File: src/rtl/lfys_pkg.sv
// ============================================================================
// lfys_pkg: shared constants and types for the card shuffler
// Table geometry, generator constants, and the random-unit request/response structs.
// ============================================================================
package lfys_pkg;

  localparam int MaxCards  = 512;
  localparam int AddrW     = $clog2(MaxCards);
  localparam int EntryW    = AddrW;
  localparam int CardW     = 9;
  localparam int CountW    = 10;
  localparam int SeedW     = 64;
  localparam int RandW     = 31;
  localparam int LcgShift  = 33;

  localparam logic [63:0] LcgMul = 64'd6364136223846793005;
  localparam logic [63:0] LcgInc = 64'd1442695040888963407;

  localparam logic OpShuffle = 1'b0;
  localparam logic OpRead    = 1'b1;

  localparam logic CfgSeed  = 1'b0;
  localparam logic CfgCount = 1'b1;

  localparam logic StatusOk    = 1'b0;
  localparam logic StatusRange = 1'b1;

  // Random-number unit request/response.
  typedef struct packed {
    logic             start;
    logic [AddrW:0]   bound;  // i + 1
  } rng_req_t;

  typedef struct packed {
    logic             done;
    logic [AddrW-1:0] pick;   // r mod bound
  } rng_rsp_t;

endpackage

File: src/rtl/lfys_rng.sv
// ============================================================================
// lfys_rng: LCG step and modulo reduction
// Advances the 64-bit generator with a partial-product multiplier (three
// 32x32 products), then reduces bits 63..33 modulo the bound by
// restoring division, one bit per cycle.
// ============================================================================
module lfys_rng (
  input  logic              clk,
  input  logic              rst,
  input  lfys_pkg::rng_req_t req,
  input  logic              load,   // load the seed into the generator
  input  logic [63:0]       load_seed,
  output lfys_pkg::rng_rsp_t rsp
);

  typedef enum logic [3:0] {
    S_IDLE = 4'b0001,
    S_MUL  = 4'b0010,
    S_ADD  = 4'b0100,
    S_DIV  = 4'b1000
  } rng_state_t;

  rng_state_t  state;
  logic [63:0] gen;
  logic [63:0] acc;
  logic [1:0]  part;
  logic [63:0] prod;
  logic [31:0] mul_a;
  logic [31:0] mul_b;
  logic [lfys_pkg::RandW-1:0] quo;
  logic [lfys_pkg::AddrW:0]   rem;
  logic [lfys_pkg::AddrW:0]   bound;
  logic [4:0]                 bit_cnt;
  logic [lfys_pkg::AddrW+1:0] trial;
  logic [lfys_pkg::AddrW:0]   rem_fin;

  // Only low 64 bits are kept, so hi*hi is skipped: parts lo*lo, lo*hi, hi*lo.
  always_comb begin
    mul_a = 32'd0;
    mul_b = 32'd0;
    case (part)
      2'd0: begin mul_a = gen[31:0];  mul_b = lfys_pkg::LcgMul[31:0];  end
      2'd1: begin mul_a = gen[31:0];  mul_b = lfys_pkg::LcgMul[63:32]; end
      2'd2: begin mul_a = gen[63:32]; mul_b = lfys_pkg::LcgMul[31:0];  end
      default: begin mul_a = 32'd0;   mul_b = 32'd0; end
    endcase
  end

  always_ff @(posedge clk) begin
    prod <= mul_a * mul_b;
  end

  assign trial = {rem, quo[lfys_pkg::RandW-1]} - {1'b0, bound};

  assign rem_fin = (!trial[lfys_pkg::AddrW+1]) ? trial[lfys_pkg::AddrW:0]
                 : {rem[lfys_pkg::AddrW-1:0], quo[lfys_pkg::RandW-1]};

  always_ff @(posedge clk) begin
    if (rst) begin
      state    <= S_IDLE;
      gen      <= '0;
      rsp.done <= 1'b0;
    end else begin
      rsp.done <= 1'b0;
      if (load) gen <= load_seed;
      case (state)
        S_IDLE: begin
          if (req.start) begin
            state <= S_MUL;
            part  <= 2'd0;
            acc   <= lfys_pkg::LcgInc;
            bound <= req.bound;
          end
        end
        S_MUL: begin
          // prod holds the product from the previous part
          if (part != 2'd0) begin
            case (part)
              2'd1:    acc <= acc + prod;
              2'd2:    acc <= acc + {prod[31:0], 32'd0};
              2'd3:    acc <= acc + {prod[31:0], 32'd0};
              default: acc <= acc;
            endcase
          end
          part <= part + 2'd1;
          if (part == 2'd3) state <= S_ADD;
        end
        S_ADD: begin
          gen     <= acc;
          quo     <= acc[63:lfys_pkg::LcgShift];
          rem     <= '0;
          bit_cnt <= 5'd0;
          state   <= S_DIV;
        end
        S_DIV: begin
          if (!trial[lfys_pkg::AddrW+1]) begin
            rem <= trial[lfys_pkg::AddrW:0];
          end else begin
            rem <= {rem[lfys_pkg::AddrW-1:0], quo[lfys_pkg::RandW-1]};
          end
          quo     <= {quo[lfys_pkg::RandW-2:0], 1'b0};
          bit_cnt <= bit_cnt + 5'd1;
          if (bit_cnt == 5'(lfys_pkg::RandW - 1)) begin
            state    <= S_IDLE;
            rsp.done <= 1'b1;
            rsp.pick <= rem_fin[lfys_pkg::AddrW-1:0];
          end
        end
        default: state <= S_IDLE;
      endcase
    end
  end

endmodule

File: config.mk
export PLATFORM = sky130hd
export DESIGN_NAME = lfys_rng
export DESIGN_NICKNAME = d
export VERILOG_FILES = /design/src/rtl/lfys_pkg.sv /design/src/rtl/lfys_rng.sv
export SDC_FILE = /design/constraint.sdc
export NUM_CORES = 2
export LEC_CHECK = 0
export BUFFER_PORTS_ARGS = -buffer_cell sky130_fd_sc_hd__clkbuf_2
export CAP_MARGIN = 40
export CORE_AREA = 2 2 283 285
export DETAILED_ROUTE_END_ITERATION = 6
export DIE_AREA = 0 0 285 287
export PLACE_DENSITY_LB_ADDON = 0.1
export RECOVER_POWER = 50
export SETUP_SLACK_MARGIN = 0.3
export SLEW_MARGIN = 20
export SYNTH_ARGS = -nofsm -noshare
export SYNTH_HDL_FRONTEND = slang
export SYNTH_SLANG_ARGS = --single-unit
File: constraint.sdc
create_clock -name clk -period 10.4 [get_ports clk]
set_input_delay 0 -clock clk [delete_from_list [all_inputs] [get_ports clk]]
set_output_delay 0 -clock clk [all_outputs]
set_load 0.02 [all_outputs]
==> results.md <==
- Worst Path Max Fanout: 23
- Fin crit period: approximately 9600 ps
- Multi-input gate area: between 20000 and 30000 um2
- Post-synth EDFFs: around 130
- Asr flop ratio synth: 0
- Min-delay src: rst
- DRC Markers: 0
- Iteration-0 DRC count of the detailed router: 2450
- Routability cong.: about 1.0
- Initial antenna violation count: 3
- Fill count: around 7300
- Crit end category: flop
- Syn_nets: 5360
- Worst Path Required: roughly 11000 ps
- Dominant synthesized flop cell: dfxtp_1
- Io pins: approximately 90
- Unique masters post-synth: roughly 80
- GRT Total Usage: 0.302
- Crit share post-route: 0.924
- CP Depth: 29
- Fin nets: around 5500
- Critical path class: reg2reg
- Avg Vias per Cell: between 5 and 6
- Largest net degree at the start of global routing: approximately 70
- CTS Buf Count: 26
- Hold crit path type: in2reg
- First-pass GRT wire length: 187000 um
- Largest area contributor in the netlist: fa_1
- Core region area: 78600 um2
- TritonCTS sink count: approximately 260
- Cell family with most CP delay: adder cells
- Final hold vios: 0
- H-tree levels: 1
- Synth top area share: 0.280
- Mapped Area: 39100 um2
- Yosys warns: 0
- Routed WL: 123000 um
- R2R setup slack: roughly 790 ps
- Buffer and inverter count on the worst path: 5
- RSZ-0062 raised after global routing: false
- Rel. slew slack: -1.07
- Drt pass-1 iters: 6
- Max-Cap Viols: 8
- Share of layout cells above drive strength 1: 0.0523
- CP Data Arrival Time: between 10000 and 15000 ps
- R2R depth: 29
- Cell repeated most along the worst path: fa_1
- Clock Tree Buf Depth: 3
- Critical R2R Launch: part[0]$_SDFFCE_PN0P_
- Post-synth top cells: inv_1 (846), ha_1 (591), fa_1 (547)
- Area grow syn2layout: 9.37%
- Syn avg cell area: roughly 9.4 um2
- Die X: approximately 290 um
- Worst-Margin Slew: 3110 ps
- Vias in the first global route: around 31000
- Largest cells by area after synthesis: fa_1 (28%), ha_1 (19%), edfxtp_1 (10%), inv_1 (8.1%), dfxtp_1 (6.8%)
- Clk root buf: clkbuf_16
- Most common cell in the netlist: inv_1
- Wire length per cell: ~23 um
- Worst-path clk slew: ~70 ps
- Outcome: complete, but fails checks
- Hold Path Cell Cnt: 3
- Vert. Die Dim: 287 um
- Skew-Pair Late Insertion Delay: between 500 and 600 ps
- Startpoint types: flop
- ANT nets after route: 0
- Crit Reg-Reg Endpoint: prod[63]$_DFF_P_
- Sequential element share of the synthesized area: 0.169
- Rows: 103
- Die area: a little over 80000 um2
- Hpwl dp: 104000 um
- CTS tree: yes
- Grt total ovfl: 0
- Vias: slightly below 30000
- Fmax: about 100 MHz
- Final setup fails: 0
- Fin Setup TNS: 0 ps
- Cell count after synthesis: between 4000 and 5000
- Max stage delay on crit path: approximately 660 ps
- Total area of sequential cells: roughly 6600 um2
- Failing checks: max-capacitance violations, max-slew violations
- Max Slew Vio Count: between 300 and 400
- Port Buffers: 87
- Initial Util: 0.497
- Synth Register Bits: 264
- Final Skew: between 15 and 20 ps
- Worst Hold Endpoint: gen[28]$_SDFFE_PP0P_
- Slowest CP cell: nor2_1
-- registers in the layout, summed over array words and instances, names as in the netlist --
name     count
acc         64
bit_cnt      5
bound       10
gen         64
part         2
prod        64
quo         31
rem         10
rsp         10
state        4
-- worst register-to-register path: cells and delay by family (launching register included) --
kind / cells / cell delay, ps
fa+ha+maj: 10 / 4650
compound gates: 6 / 1630
xor+xnor: 1 / 80
simple gates: 7 / 2350
flops: 1 / 460
buf+inv: 5 / 340
-- layout make-up --
| class | count | share of cell area |
|---|---|---|
| clock inverter | 8 | 0.000907 |
| multi-input combinational | 2899 | 0.675 |
| tap | 1050 | 0.0307 |
| antenna | 1 | 0.0000585 |
| inverter | 846 | 0.0743 |
| timing repair buffer | 249 | 0.0439 |
| clock buffer | 40 | 0.0211 |
| sequential | 264 | 0.154 |
-- logic make-up after synthesis --
kind of cell             after synthesis  share of synthesized area
adder cells (fa/ha/maj)             1138                      0.469
buffers and inverters                981                     0.0944
AND/OR/NAND/NOR                      827                     0.0959
AO/OA/AOI/OAI                        710                      0.119
flip-flops                           264                      0.169
XOR/XNOR                             149                     0.0334
multiplexers                          75                     0.0194
-- worst max-delay path by stage --
| stage | start | to | slack, ps |
|---|---|---|---|
| after global placement | part[0]$_SDFFCE_PN0P_ | prod[63]$_DFF_P_ | 760 |
| after detailed placement | part[0]$_SDFFCE_PN0P_ | prod[63]$_DFF_P_ | 720 |
| final | part[0]$_SDFFCE_PN0P_ | prod[63]$_DFF_P_ | 790 |
| after floorplan | part[0]$_SDFFCE_PN0P_ | prod[61]$_DFF_P_ | 1640 |
| after global routing | part[0]$_SDFFCE_PN0P_ | prod[61]$_DFF_P_ | 350 |
| after CTS | part[0]$_SDFFCE_PN0P_ | prod[63]$_DFF_P_ | 710 |
-- through the flow --
| stage | std cells | worst slack, ps | hold slack, ps | utilization | instance area [um2] |
|---|---|---|---|---|---|
| 2_1_floorplan | 4144 | 1640 | 98.9 | - | 39100 |
| 4_1_cts | 5351 | 709 | 18.0 | 0.544 | 42800 |
| 6_report | 5357 | 789 | 27.3 | 0.544 | 42800 |
| 3_5_place_dp | 5219 | 725 | 179 | 0.522 | 41000 |
| 5_1_grt | 5356 | 351 | 74.3 | 0.544 | 42800 |
| 3_3_place_gp | 5213 | 763 | 179 | 0.520 | 40900 |
-- timing repair --
item	4_1_cts	5_1_grt
gates resized for setup	0	3
buffers inserted	0	5
hold buffers	84	0
endpoints found under the setup margin	0	2
hold endpoints to repair	76	0
-- cells in the final DEF, fill, tap and decap left out, drive strengths merged, types with 7 or more instances in the layout --
cell type	count
fa	547
clkbuf	136
o21bai	30
and3	12
nor3	40
clkinv	8
a21o	94
a21oi	197
nand4	46
o21ai	117
inv	845
xor2	61
nor2	231
buf	69
o21a	17
mux2i	68
dfxtp	133
a221oi	9
o211ai	40
o22ai	7
ha	591
dlygate4sd3	84
nand2	316
or3	9
a211oi	88
a22oi	14
xnor2	88
o31ai	14
and2	54
or2	13
a31oi	23
nor2b	17
nand2b	21
mux2	7
nand3	45
edfxtp	131
-- layer usage --
layer	up-vias	global-route usage	wire length, um
li1	13907	-	-
met1	14661	0.420	54600
met2	964	0.502	57300
met3	183	0.0346	7580
met4	4	0.0840	3740
met5	-	0	21
Power is left out: the tool's default activity adds up to more than one toggle a clock period on the data nets, which glitch-free logic cannot reach.
